$ cat src/rtl/cscan_pkg.sv
// ============================================================================
// cscan_pkg
// Shared widths, register indexes, reset values and control structs for the
// C-SCAN disk scheduler.
// ============================================================================
package cscan_pkg;

    localparam int TRK_W            = 16;
    localparam int SEEK_W           = 18;
    localparam int CFG_IDX_W        = 2;
    localparam int MAX_REQUESTS_DEF = 32;

    localparam logic [CFG_IDX_W-1:0] CFG_LAST_TRACK    = 2'd0;
    localparam logic [CFG_IDX_W-1:0] CFG_HEAD_POSITION = 2'd1;

    localparam logic [TRK_W-1:0] LAST_TRACK_RST = 16'd199;
    localparam logic [TRK_W-1:0] HEAD_RST       = 16'd0;

    typedef struct packed {
        logic start;
        logic sample_vld;
        logic phase_b;
        logic cur_vld;
    } t_scan_ctl;

    typedef struct packed {
        logic             found;
        logic             single;
        logic [TRK_W-1:0] best_trk;
    } t_scan_stat;

endpackage

$ cat src/rtl/cscan_disk_scheduler_top.sv
// An accepted request is stored while the store has room; a marked request
// starts the sweep. Each result of a batch follows a scan of the stored
// requests and is then loaded into the output register. One compare and select
// unit reads the store one entry per cycle; no new request is taken until the
// last result is loaded. Synchronous active-low reset clears the batch, the
// output valid and the registers to their defaults.
// ============================================================================
// cscan_disk_scheduler_top
// C-SCAN disk scheduler: collects a batch of track requests and emits the
// circular elevator service order with the running seek distance.
// ============================================================================
module cscan_disk_scheduler_top #(
    parameter int MAX_REQUESTS = cscan_pkg::MAX_REQUESTS_DEF
) (
    input  logic                            i_clk,
    input  logic                            i_rst_n,
    input  logic                            i_in_valid,
    output logic                            o_in_stall,
    input  logic [cscan_pkg::TRK_W-1:0]     i_request_track,
    input  logic                            i_last_request,
    output logic                            o_out_valid,
    input  logic                            i_out_stall,
    output logic [cscan_pkg::TRK_W-1:0]     o_service_track,
    output logic [cscan_pkg::SEEK_W-1:0]    o_seek_so_far,
    output logic                            o_last_in_run,
    output logic                            o_requests_dropped,
    input  logic                            i_cfg_valid,
    output logic                            o_cfg_ready,
    input  logic [cscan_pkg::CFG_IDX_W-1:0] i_cfg_index,
    input  logic [cscan_pkg::TRK_W-1:0]     i_cfg_data
);

    localparam int IDXW = (MAX_REQUESTS > 1) ? $clog2(MAX_REQUESTS) : 1;
    localparam int CNTW = $clog2(MAX_REQUESTS + 1);
    localparam int TW   = cscan_pkg::TRK_W;
    localparam int SW   = cscan_pkg::SEEK_W;

    localparam logic [1:0] S_IDLE = 2'd0;
    localparam logic [1:0] S_SCAN = 2'd1;
    localparam logic [1:0] S_EMIT = 2'd2;

    localparam logic [1:0] K_REQ  = 2'd0;
    localparam logic [1:0] K_LAST = 2'd1;
    localparam logic [1:0] K_ZERO = 2'd2;

    logic [1:0]      r_state, n_state;
    logic [1:0]      r_kind, n_kind;
    logic            r_phase_b, n_phase_b;
    logic            r_zero_done, n_zero_done;
    logic            r_cur_vld, n_cur_vld;
    logic [CNTW-1:0] r_count, n_count;
    logic            r_ovf, n_ovf;
    logic [CNTW-1:0] r_rd_idx, n_rd_idx;
    logic            r_smp_vld;
    logic [IDXW-1:0] r_smp_idx;
    logic [TW-1:0]   r_last_track;
    logic [TW-1:0]   r_head;
    logic            r_out_vld, n_out_vld;

    logic [TW-1:0]   r_cur_trk, n_cur_trk;
    logic [IDXW-1:0] r_cur_idx, n_cur_idx;
    logic [SW-1:0]   r_seek, n_seek;
    logic [TW-1:0]   r_pos, n_pos;
    logic [TW-1:0]   r_out_trk;
    logic [SW-1:0]   r_out_seek;
    logic            r_out_last;
    logic            r_out_drop;

    logic                  in_acc;
    logic                  store_we;
    logic                  out_free;
    logic                  out_load;
    logic                  issue;
    logic                  scan_done;
    logic [TW-1:0]         tgt;
    logic [TW-1:0]         diff;
    logic [SW-1:0]         sum;
    logic                  emit_last;
    logic [TW-1:0]         rd_data;
    logic [IDXW-1:0]       best_idx;
    cscan_pkg::t_scan_ctl  scan_ctl;
    cscan_pkg::t_scan_stat scan_stat;

    cscan_store #(
        .DEPTH (MAX_REQUESTS),
        .IDXW  (IDXW)
    ) u_store (
        .i_clk   (i_clk),
        .i_we    (store_we),
        .i_waddr (r_count[IDXW-1:0]),
        .i_wdata (i_request_track),
        .i_raddr (r_rd_idx[IDXW-1:0]),
        .o_rdata (rd_data)
    );

    cscan_scan #(
        .IDXW (IDXW),
        .CNTW (CNTW)
    ) u_scan (
        .i_clk      (i_clk),
        .i_rst_n    (i_rst_n),
        .i_ctl      (scan_ctl),
        .i_data     (rd_data),
        .i_idx      (r_smp_idx),
        .i_head     (r_head),
        .i_cur_trk  (r_cur_trk),
        .i_cur_idx  (r_cur_idx),
        .o_stat     (scan_stat),
        .o_best_idx (best_idx)
    );

    assign o_in_stall = (r_state != S_IDLE);
    assign o_cfg_ready = 1'b1;
    assign in_acc = i_in_valid && !o_in_stall;
    assign store_we = in_acc && (r_count < CNTW'(MAX_REQUESTS));
    assign issue = (r_state == S_SCAN) && (r_rd_idx < r_count);
    assign scan_done = (r_rd_idx == r_count) && !r_smp_vld;
    assign out_free = !r_out_vld || !i_out_stall;

    always_comb begin
        case (r_kind)
            K_REQ:   tgt = scan_stat.best_trk;
            K_LAST:  tgt = r_last_track;
            default: tgt = '0;
        endcase
        diff = (tgt > r_pos) ? (tgt - r_pos) : (r_pos - tgt);
        sum  = r_seek + SW'(diff);
        case (r_kind)
            K_ZERO:  emit_last = !scan_stat.found;
            K_REQ:   emit_last = r_phase_b && scan_stat.single;
            default: emit_last = 1'b0;
        endcase
    end

    always_comb begin
        n_state     = r_state;
        n_kind      = r_kind;
        n_phase_b   = r_phase_b;
        n_zero_done = r_zero_done;
        n_cur_vld   = r_cur_vld;
        n_cur_trk   = r_cur_trk;
        n_cur_idx   = r_cur_idx;
        n_count     = r_count;
        n_ovf       = r_ovf;
        n_rd_idx    = r_rd_idx;
        n_seek      = r_seek;
        n_pos       = r_pos;
        out_load    = 1'b0;
        scan_ctl.start = 1'b0;
        case (r_state)
            S_IDLE: begin
                if (in_acc) begin
                    if (store_we) begin
                        n_count = r_count + CNTW'(1);
                    end else begin
                        n_ovf = 1'b1;
                    end
                    if (i_last_request) begin
                        n_state        = S_SCAN;
                        scan_ctl.start = 1'b1;
                        n_rd_idx       = '0;
                        n_phase_b      = 1'b0;
                        n_cur_vld      = 1'b0;
                        n_zero_done    = 1'b0;
                        n_seek         = '0;
                        n_pos          = r_head;
                    end
                end
            end
            S_SCAN: begin
                if (!scan_done) begin
                    if (issue) begin
                        n_rd_idx = r_rd_idx + CNTW'(1);
                    end
                end else if (!r_phase_b) begin
                    n_kind  = scan_stat.found ? K_REQ : K_LAST;
                    n_state = S_EMIT;
                end else if (!r_zero_done) begin
                    n_kind      = K_ZERO;
                    n_zero_done = 1'b1;
                    n_state     = S_EMIT;
                end else if (scan_stat.found) begin
                    n_kind  = K_REQ;
                    n_state = S_EMIT;
                end else begin
                    n_state = S_IDLE;
                    n_count = '0;
                    n_ovf   = 1'b0;
                end
            end
            S_EMIT: begin
                if (out_free) begin
                    out_load = 1'b1;
                    n_seek   = sum;
                    n_pos    = tgt;
                    case (r_kind)
                        K_REQ: begin
                            if (emit_last) begin
                                n_state = S_IDLE;
                                n_count = '0;
                                n_ovf   = 1'b0;
                            end else begin
                                n_cur_vld      = 1'b1;
                                n_cur_trk      = scan_stat.best_trk;
                                n_cur_idx      = best_idx;
                                n_rd_idx       = '0;
                                scan_ctl.start = 1'b1;
                                n_state        = S_SCAN;
                            end
                        end
                        K_LAST: begin
                            n_phase_b      = 1'b1;
                            n_cur_vld      = 1'b0;
                            n_rd_idx       = '0;
                            scan_ctl.start = 1'b1;
                            n_state        = S_SCAN;
                        end
                        default: begin
                            if (scan_stat.found) begin
                                n_kind = K_REQ;
                            end else begin
                                n_state = S_IDLE;
                                n_count = '0;
                                n_ovf   = 1'b0;
                            end
                        end
                    endcase
                end
            end
            default: begin
                n_state = S_IDLE;
            end
        endcase
        scan_ctl.sample_vld = r_smp_vld;
        scan_ctl.phase_b    = r_phase_b;
        scan_ctl.cur_vld    = r_cur_vld;
    end

    always_comb begin
        n_out_vld = r_out_vld;
        if (out_load) begin
            n_out_vld = 1'b1;
        end else if (r_out_vld && !i_out_stall) begin
            n_out_vld = 1'b0;
        end
    end

    always_ff @(posedge i_clk) begin
        if (!i_rst_n) begin
            r_state      <= S_IDLE;
            r_kind       <= K_REQ;
            r_phase_b    <= 1'b0;
            r_zero_done  <= 1'b0;
            r_cur_vld    <= 1'b0;
            r_count      <= '0;
            r_ovf        <= 1'b0;
            r_rd_idx     <= '0;
            r_smp_vld    <= 1'b0;
            r_out_vld    <= 1'b0;
            r_last_track <= cscan_pkg::LAST_TRACK_RST;
            r_head       <= cscan_pkg::HEAD_RST;
        end else begin
            r_state     <= n_state;
            r_kind      <= n_kind;
            r_phase_b   <= n_phase_b;
            r_zero_done <= n_zero_done;
            r_cur_vld   <= n_cur_vld;
            r_count     <= n_count;
            r_ovf       <= n_ovf;
            r_rd_idx    <= n_rd_idx;
            r_smp_vld   <= issue;
            r_out_vld   <= n_out_vld;
            if (i_cfg_valid && o_cfg_ready) begin
                case (i_cfg_index)
                    cscan_pkg::CFG_LAST_TRACK:    r_last_track <= i_cfg_data;
                    cscan_pkg::CFG_HEAD_POSITION: r_head       <= i_cfg_data;
                    default: ;
                endcase
            end
        end
    end

    always_ff @(posedge i_clk) begin
        r_smp_idx <= r_rd_idx[IDXW-1:0];
        r_cur_trk <= n_cur_trk;
        r_cur_idx <= n_cur_idx;
        r_seek    <= n_seek;
        r_pos     <= n_pos;
        if (out_load) begin
            r_out_trk  <= tgt;
            r_out_seek <= sum;
            r_out_last <= emit_last;
            r_out_drop <= r_ovf;
        end
    end

    assign o_out_valid        = r_out_vld;
    assign o_service_track    = r_out_trk;
    assign o_seek_so_far      = r_out_seek;
    assign o_last_in_run      = r_out_last;
    assign o_requests_dropped = r_out_drop;

`ifndef ASSERT_OFF
    a_count_bound: assert property (@(posedge i_clk) disable iff (!i_rst_n)
        r_count <= CNTW'(MAX_REQUESTS))
        else $error("request count beyond store depth");

    a_req_found: assert property (@(posedge i_clk) disable iff (!i_rst_n)
        (r_state == S_EMIT) && (r_kind == K_REQ) |-> scan_stat.found)
        else $error("request emitted without a selected entry");

    a_seek_grows: assert property (@(posedge i_clk) disable iff (!i_rst_n)
        out_load |-> (sum >= r_seek))
        else $error("seek distance wrapped");

    a_idle_after_last: assert property (@(posedge i_clk) disable iff (!i_rst_n)
        out_load && emit_last |=> (r_state == S_IDLE) && (r_count == '0))
        else $error("batch not closed after final result");
`endif

endmodule

$ cat src/rtl/cscan_store.sv
// ============================================================================
// cscan_store
// Request store: one write port, one read port with registered read data.
// ============================================================================
module cscan_store #(
    parameter int DEPTH = cscan_pkg::MAX_REQUESTS_DEF,
    parameter int IDXW  = 5
) (
    input  logic                        i_clk,
    input  logic                        i_we,
    input  logic [IDXW-1:0]             i_waddr,
    input  logic [cscan_pkg::TRK_W-1:0] i_wdata,
    input  logic [IDXW-1:0]             i_raddr,
    output logic [cscan_pkg::TRK_W-1:0] o_rdata
);

    logic [cscan_pkg::TRK_W-1:0] r_mem [DEPTH];
    logic [cscan_pkg::TRK_W-1:0] r_rdata;

    always_ff @(posedge i_clk) begin
        if (i_we) begin
            r_mem[i_waddr] <= i_wdata;
        end
    end

    always_ff @(posedge i_clk) begin
        r_rdata <= r_mem[i_raddr];
    end

    assign o_rdata = r_rdata;

endmodule

$ cat src/rtl/cscan_scan.sv
// ============================================================================
// cscan_scan
// Shared compare and select unit: walks the store one entry a cycle and keeps
// the smallest (track, index) key above the cursor inside the current sweep.
// ============================================================================
module cscan_scan #(
    parameter int IDXW = 5,
    parameter int CNTW = 6
) (
    input  logic                        i_clk,
    input  logic                        i_rst_n,
    input  cscan_pkg::t_scan_ctl        i_ctl,
    input  logic [cscan_pkg::TRK_W-1:0] i_data,
    input  logic [IDXW-1:0]             i_idx,
    input  logic [cscan_pkg::TRK_W-1:0] i_head,
    input  logic [cscan_pkg::TRK_W-1:0] i_cur_trk,
    input  logic [IDXW-1:0]             i_cur_idx,
    output cscan_pkg::t_scan_stat       o_stat,
    output logic [IDXW-1:0]             o_best_idx
);

    logic                        r_found;
    logic [CNTW-1:0]             r_cnt;
    logic [cscan_pkg::TRK_W-1:0] r_best_trk;
    logic [IDXW-1:0]             r_best_idx;
    logic                        in_range;
    logic                        after_cur;
    logic                        cand;
    logic                        better;

    always_comb begin
        in_range  = i_ctl.phase_b ? (i_data < i_head) : (i_data > i_head);
        after_cur = !i_ctl.cur_vld || (i_data > i_cur_trk) ||
                    ((i_data == i_cur_trk) && (i_idx > i_cur_idx));
        cand      = i_ctl.sample_vld && in_range && after_cur;
        better    = !r_found || (i_data < r_best_trk);
    end

    always_ff @(posedge i_clk) begin
        if (!i_rst_n) begin
            r_found <= 1'b0;
            r_cnt   <= '0;
        end else if (i_ctl.start) begin
            r_found <= 1'b0;
            r_cnt   <= '0;
        end else if (cand) begin
            r_cnt <= r_cnt + CNTW'(1);
            if (better) begin
                r_found    <= 1'b1;
                r_best_trk <= i_data;
                r_best_idx <= i_idx;
            end
        end
    end

    assign o_stat.found    = r_found;
    assign o_stat.single   = (r_cnt == CNTW'(1));
    assign o_stat.best_trk = r_best_trk;
    assign o_best_idx      = r_best_idx;

endmodule

$ cat config.mk
export PLATFORM = sky130hd
export DESIGN_NAME = cscan_disk_scheduler_top
export DESIGN_NICKNAME = d
export VERILOG_FILES = /design/src/rtl/cscan_pkg.sv /design/src/rtl/cscan_disk_scheduler_top.sv /design/src/rtl/cscan_store.sv /design/src/rtl/cscan_scan.sv
export SDC_FILE = /design/constraint.sdc
export NUM_CORES = 1
export LEC_CHECK = 0
export BUFFER_PORTS_ARGS = -buffer_cell sky130_fd_sc_hd__buf_2
export CORE_MARGIN = 5
export CORE_UTILIZATION = 35
export CTS_BUF_LIST = sky130_fd_sc_hd__clkbuf_4
export CTS_CLUSTER_SIZE = 30
export DETAILED_ROUTE_END_ITERATION = 8
export HOLD_SLACK_MARGIN = 0.15
export PLACE_DENSITY = 0.55
export SKIP_CTS_REPAIR_TIMING = 1
export SLEW_MARGIN = 20
export SYNTH_ARGS = -nofsm -noshare
export SYNTH_HDL_FRONTEND = slang
export SYNTH_HIERARCHICAL = 1
export SYNTH_SLANG_ARGS = --single-unit
$ cat constraint.sdc
create_clock -name i_clk -period 4.7 [get_ports i_clk]
set_input_delay 0.705 -clock i_clk [delete_from_list [all_inputs] [get_ports i_clk]]
set_output_delay 0.705 -clock i_clk [all_outputs]
set_load 0.1 [all_outputs]
# Word level (Yosys, flattened, before mapping)
# Memory sizes are Yosys's and may differ from the RTL's. A register that Yosys moved wholly into a read port is not among the register bits.
# Index checks and enable logic that the tools add are counted.
# word_totals
regBits,178
latchBits,0
mem_bits_rw,512
rom_bits,0
input_bits,40
out_inout_bits,39
word_cells,195
mem_count,1
# op_classes
add_sub_neg,6
multipliers,0
n_div,0
n_lt_le_gt_ge,8
n_eq_ne,25
n_shift,0
mux,83
n_bitwise,3
reduce_logical,44
# memory_table
memory,words,width,read_ports,rd_ports_with_merged_regs,wr,line,text
u_store.r_mem,32,16,1,1,1,cscan_store.sv:17,logic [cscan_pkg::TRK_W-1:0] r_mem [DEPTH];
# ops
op,count
6-bit 2-to-1 mux,14
16-bit 2-to-1 mux,4
16-bit case mux with 2 select lines,2
18-bit 2-to-1 mux,3
16-bit > comparator,3
18-bit case mux with 2 select lines,1
6-bit case mux with 3 select lines,2
16-bit less-than comparator,2
16-bit subtractor,2
1-bit 2-to-1 mux,29
2-bit 2-to-1 mux,14
2-bit != test (second input constant),13
6-bit case mux with 2 select lines,2
18-bit by 16-bit adder with 18-bit output,1
6-bit by 1-bit adder with 6-bit output (second input constant),3
9-bit AND reduction,2
16-bit == test,1
1-bit case mux with 2 select lines,8
4-bit AND reduction,4
5-bit AND reduction,3
2-bit nonzero test,5
1-bit logical AND,9
3-bit != test (second input constant),3
2-bit case mux with 2 select lines,2
other kinds (19),37

# Depth between registers and ports, before layout
# depth
word_depth,9
mapped_depth,23
ltp_nobuf,21

# Cells and area by module
# The synthesis kept the hierarchy.
# modules_own_cells
mod,n_inst,cells_each,area_per_inst_um2,seq_area_each_um2
cscan_store,1,1143,20534.7,15695.1
cscan_disk_scheduler_top,1,868,8398.1,3913.8
cscan_scan,1,243,2366.0,770.7

# Worst setup path after synthesis
# OpenSTA, ideal clock, no wires.
# synth_path
kind,reg-to-reg
start,register r_kind[0]
end,"register r_seek[14], data pin"
setup_time_ns,0.255
t_arrival_ns,4.481
t_required_ns,4.445
slack_ns,-0.036
path_stages_with_launch,22
path_buffers,3
period_less_slack_ns,4.736
cell_sequence,dfxtp_1 -> buf_1 -> mux2i_1 -> nor2_1 -> ha_1 -> buf_2 -> nand4_1 -> nor4_2 -> or2_1 -> a2bb2oi_2 -> o21ai_2 -> buf_6 -> mux2i_1 -> xnor2_1 -> ha_1 -> nor2b_1 -> o21a_1 -> o21ai_0 -> a2111oi_0 -> mux2i_1 -> nand3_1 -> and2_1
# synth_via
elab_chain_len,7
elab_cells_between_ends,10
cone_classes,add/sub: 3; order compare: 1; eq/ne: 1; mux: 4; reduce/logical: 1
# synth_rtl
item,line,text
"start, declared",cscan_disk_scheduler_top.sv:47,"logic [1:0] r_kind, n_kind;"
"start signal, assigned",cscan_disk_scheduler_top.sv:264,r_kind <= n_kind;
2-bit by 1-bit == test with 1-bit output / 2-bit zero test (equally long branches),cscan_disk_scheduler_top.sv:121,case (r_kind)
16-bit case mux with 2 select lines *,cscan_disk_scheduler_top.sv:121,
via tgt[6],cscan_disk_scheduler_top.sv:75,logic [TW-1:0] tgt;
16-bit subtractor / 16-bit > comparator (equally long branches),cscan_disk_scheduler_top.sv:126,diff = (tgt > r_pos) ? (tgt - r_pos) : (r_pos - tgt);
16-bit 2-to-1 mux *,cscan_disk_scheduler_top.sv:126,
18-bit by 16-bit adder with 18-bit output *,cscan_disk_scheduler_top.sv:127,sum = r_seek + SW'(diff);
via sum[14],cscan_disk_scheduler_top.sv:77,logic [SW-1:0] sum;
18-bit 2-to-1 mux *,cscan_disk_scheduler_top.sv:192,if (out_free) begin
18-bit case mux with 2 select lines *,cscan_disk_scheduler_top.sv:150,case (r_state)
"end signal, assigned",cscan_disk_scheduler_top.sv:287,r_seek <= n_seek;
"end, declared",cscan_disk_scheduler_top.sv:62,"logic [SW-1:0] r_seek, n_seek;"
# The timed path passes the listed nets; every way through them passes the cells marked *. The select of a mux whose other input is x is not followed.
# A chain may end at the register's enable or synchronous reset.

# Worst setup path after layout
# layout_path
start,register r_kind[0]
end,"register r_seek[16], data pin"
# layout_via
elab_chain_len,7
elab_cells_between_ends,10
cone_classes,add/sub: 3; order compare: 1; eq/ne: 1; mux: 4; reduce/logical: 1
# layout_rtl
item,line
2-bit by 1-bit == test with 1-bit output / 2-bit zero test (equally long branches),cscan_disk_scheduler_top.sv:121
16-bit case mux with 2 select lines *,cscan_disk_scheduler_top.sv:121
via tgt[13],cscan_disk_scheduler_top.sv:75
16-bit subtractor / 16-bit > comparator (equally long branches),cscan_disk_scheduler_top.sv:126
16-bit 2-to-1 mux *,cscan_disk_scheduler_top.sv:126
18-bit by 16-bit adder with 18-bit output *,cscan_disk_scheduler_top.sv:127
18-bit 2-to-1 mux *,cscan_disk_scheduler_top.sv:192
18-bit case mux with 2 select lines *,cscan_disk_scheduler_top.sv:150
# Marked as above.

==> results by group <==
Status
  – Status: finished, final reports clean

Floorplan
  – Die Span X: 309.0 um
  – Die area: between 90000 and 100000 um^2
  – Die Y: ~310 um
  – Row count: 109
  – Initial core utilization: between 30% and 40%
  – Core area: just under 90000 um^2
  – I/O pin total: 79

Routing
  – Routed Antenna Nets: 0
  – First-pass DRT Iterations: 5
  – DR WL/cell: between 20 and 25 um
  – DRC viols: 0
  – Vias/cell: between 5 and 6
  – Via count: between 15000 and 20000
  – Iter 0 DRT Violations: 1269
  – DRT Wirelength: 81570 um

Logic synthesis
  – Mux contribution to synthesized area: 9.926%
  – Main combinational cell family by area after synthesis: multiplexers
  – Dominant synthesized flop cell: edfxtp_1
  – Mapped Avg Cell Area: ~14 um^2
  – Synth Instances: roughly 2300
  – Post-synth ARST share: 0%
  – Largest area contributor in the netlist: edfxtp_1
  – Seq/Total Area, Yosys: roughly two thirds
  – Post-synthesis adder-cell area fraction: under 10%
  – Synthesis-stage register bit count: between 700 and 800
  – Top cells by area, synth: edfxtp_1 (60%), mux2i_1 (9.2%), dfxtp_1 (5.2%)
  – Top cells by count, synth: edfxtp_1 (624), mux2i_1 (289), nand2_1 (138), a21oi_1 (127), inv_1 (117)
  – Post-synthesis cell type count: 76
  – Simple-Gate Fraction of Synth Area: about 7.3%
  – Syn_nets: 2410
  – Post-synth EDFFs: approximately 620
  – Synth top area share: between 50% and 60%
  – Post-Syn Area: about 31000 um^2
  – YS warnings: 6
  – Count leader, synth: edfxtp_1
  – Post-synthesis xor/xnor area fraction: less than 1%
  – Synth Area in Compound Gates: 8.471%

Power
  – Static Leakage: ~13 nW
  – PD cells: between 500 and 600 nW/um^2
  – Max IR drop VDD: roughly 0.46 mV

Timing
  – Period utilization: 99.91%
  – Hold_ws: roughly 190 ps
  – Slew Viols, Final: 0
  – Rel. slew slack: a little over a third
  – Final Critical Period: approximately 4700 ps
  – RSZ-0062 raised after global routing: yes
  – Hold Vio Cnt, Final: 0
  – Slew @ Worst Pin: around 960 ps
  – Setup Skew: approximately 70 ps
  – Final setup violation count: 0
  – Max Clk Rate: roughly 0.21 GHz
  – TNS Setup: 0 ps

GRT
  – First-pass GRT wire length: roughly 120000 um
  – Total GRT Usage: roughly 16%
  – Initial antenna violation count: 2
  – Vias in the first global route: between 15000 and 20000
  – Largest net degree at the start of global routing: 89
  – GRT Residual Overflow: 0

Placement
  – Placed inst area: around 33000 um^2
  – # port buffers: slightly below 80
  – GPL Wtd Cong: 0.8654
  – DP Wirelength: ~52000 um

Setup path
  – Cell family with most CP delay: simple AND/OR/NAND/NOR gates
  – Worst path slowest cell: or4_4
  – CP max FO: 6
  – Crit path DAT: between 5000 and 6000 ps
  – CP Data Required Time: about 5600 ps
  – Crit. End Element: flip-flop
  – CP max stage delay: slightly below 500 ps
  – CP Cell Sequence: buf_12 -> buf_4 -> mux2i_1 -> nor2_1 -> ha_1 -> nand4_1 -> nor4_4 -> or2_1 -> a2bb2oi_2 -> o21ai_4 -> buf_12 -> mux2i_1 -> xor2_1 -> ha_1 -> nand2_4 -> or4_4 -> a21o_1 -> a21oi_2 -> mux2_4 -> a21boi_1
  – Crit Path Class: flip-flop to flip-flop
  – R2R setup slack: roughly 4.4 ps
  – Worst path buffer plus inverter count: 3
  – CP Launch Type: flip-flop

Clock network
  – CTS Sinks: between 700 and 800
  – CTS tree: done
  – CTS max path bufs: 3
  – CTS clk-pin slew, worst paths: around 60 ps
  – H-tree Lvls: 4
  – Clock root cell: clkbuf_4
  – CTS Buf Count: 180
  – Clk_lat worst skew: slightly above 1000 ps

Cells and area
  – Layout cell share with drive strength beyond 1: ~22%
  – Final Util: about two fifths
  – Post-Layout Inst Area: 36520 um^2
  – Fillers: just over 8000
  – # nets final: around 2700
  – Layout area overhead: 16.69%

Min path
  – HP Class: primary input to flip-flop

Job
  – Max-cap violation count: 0
## metrics by stage
step / std cells / setup slack [ps] / power [mW]
after floorplan: 2254 / 159.0 / 12.17
after global placement: 3515 / -160.7 / 14.37
after detailed placement: 3515 / -156.5 / 14.45
after CTS: 3825 / -184.3 / 19.74
after global routing: 3879 / -193.8 / 22.13
final: 3879 / 4.363 / 20.98
## layout make-up
type                       instances  area [um^2]  area share (%)
antenna                            3        7.507         0.02056
clock buffer                     261         1959           5.365
clock inverter                    49        319.1          0.8736
inverter                         117        439.2           1.202
multi-input combinational       1327        10070           27.58
sequential                       706        20390           55.82
tap                             1165         1458           3.991
timing repair buffer             251         1878           5.142
## state kept, by name, summed over array words and instances, names as in the netlist, 16 cells and up
| name | flops |
|---|---|
| r_last_track | 16 |
| o_service_track | 16 |
| u_store/o_rdata | 16 |
| r_pos | 16 |
| r_seek | 18 |
| r_cur_trk | 16 |
| o_seek_so_far | 18 |
| u_store/r_mem | 512 |
| r_head | 16 |
| u_scan/r_best_trk | 16 |
## layer usage
layer | global-route usage, % | part of all wire, % | vias to the layer above | routed length [um]
met5 | 0 | 0 | - | 0
met4 | 5.786 | 2.5 | 0 | 2059
met3 | 3.355 | 4.7 | 125 | 3852
met2 | 28.53 | 50 | 545 | 40750
met1 | 20.68 | 43 | 9773 | 34910
li1 | - | - | 9282 | -
## worst paths after layout
check / startpoint / endpoint / cells past startpoint
hold / removal: i_last_request / r_zero_done$_SDFFE_PN0P_ / 4
hold reg to reg: u_scan/o_best_idx[2]$_DFFE_PP_ / r_cur_idx[2]$_DFFE_PP_ / 0
setup / recovery: r_kind[0]$_SDFFE_PN0P_ / r_seek[16]$_SDFFCE_PN0P_ / 20
setup reg to reg: r_kind[0]$_SDFFE_PN0P_ / r_seek[16]$_SDFFCE_PN0P_ / 20
## layout by cell type (no fill, tap or decap), types with 23 or more instances in the layout
| cell type | instances |
|---|---|
| nand2_1 | 134 |
| a22oi_1 | 67 |
| ha_1 | 110 |
| mux2i_1 | 287 |
| edfxtp_1 | 624 |
| a22o_1 | 33 |
| clkbuf_4 | 261 |
| dlygate4sd3_1 | 23 |
| dfxtp_1 | 80 |
| buf_4 | 139 |
| inv_1 | 117 |
| nand4_1 | 34 |
| nor3_1 | 30 |
| nor2_1 | 109 |
| buf_2 | 77 |
| a21o_1 | 30 |
| clkinv_1 | 29 |
| o21ai_0 | 44 |
| nand3_1 | 68 |
| a21oi_1 | 122 |
## where the power goes
part | internal (mW) | leakage [nW] | switching [mW]
combinational | 3.39 | 5.03 | 4.67
sequential | 7.49 | 6.31 | 0.223
clock | 2.72 | 1.36 | 2.49
## worst register-to-register path, cell delays in order, from the launching register on
cell	delay, ps
dfxtp_4	390
buf_12	130
buf_4	110
mux2i_1	180
nor2_1	70
ha_1	300
nand4_1	230
nor4_4	380
or2_1	160
a2bb2oi_2	180
o21ai_4	140
buf_12	160
mux2i_1	120
xor2_1	190
ha_1	350
nand2_4	90
or4_4	490
a21o_1	200
a21oi_2	210
mux2_4	330
a21boi_1	140
## cells by family after synthesis
family          Yosys count
simple gates            476
flops                   706
xor+xnor                 28
compound gates          398
fa+ha+maj               116
buf+inv                 221
mux                     308
other cells               1
Note: power is estimated with default switching activity, not from simulation.
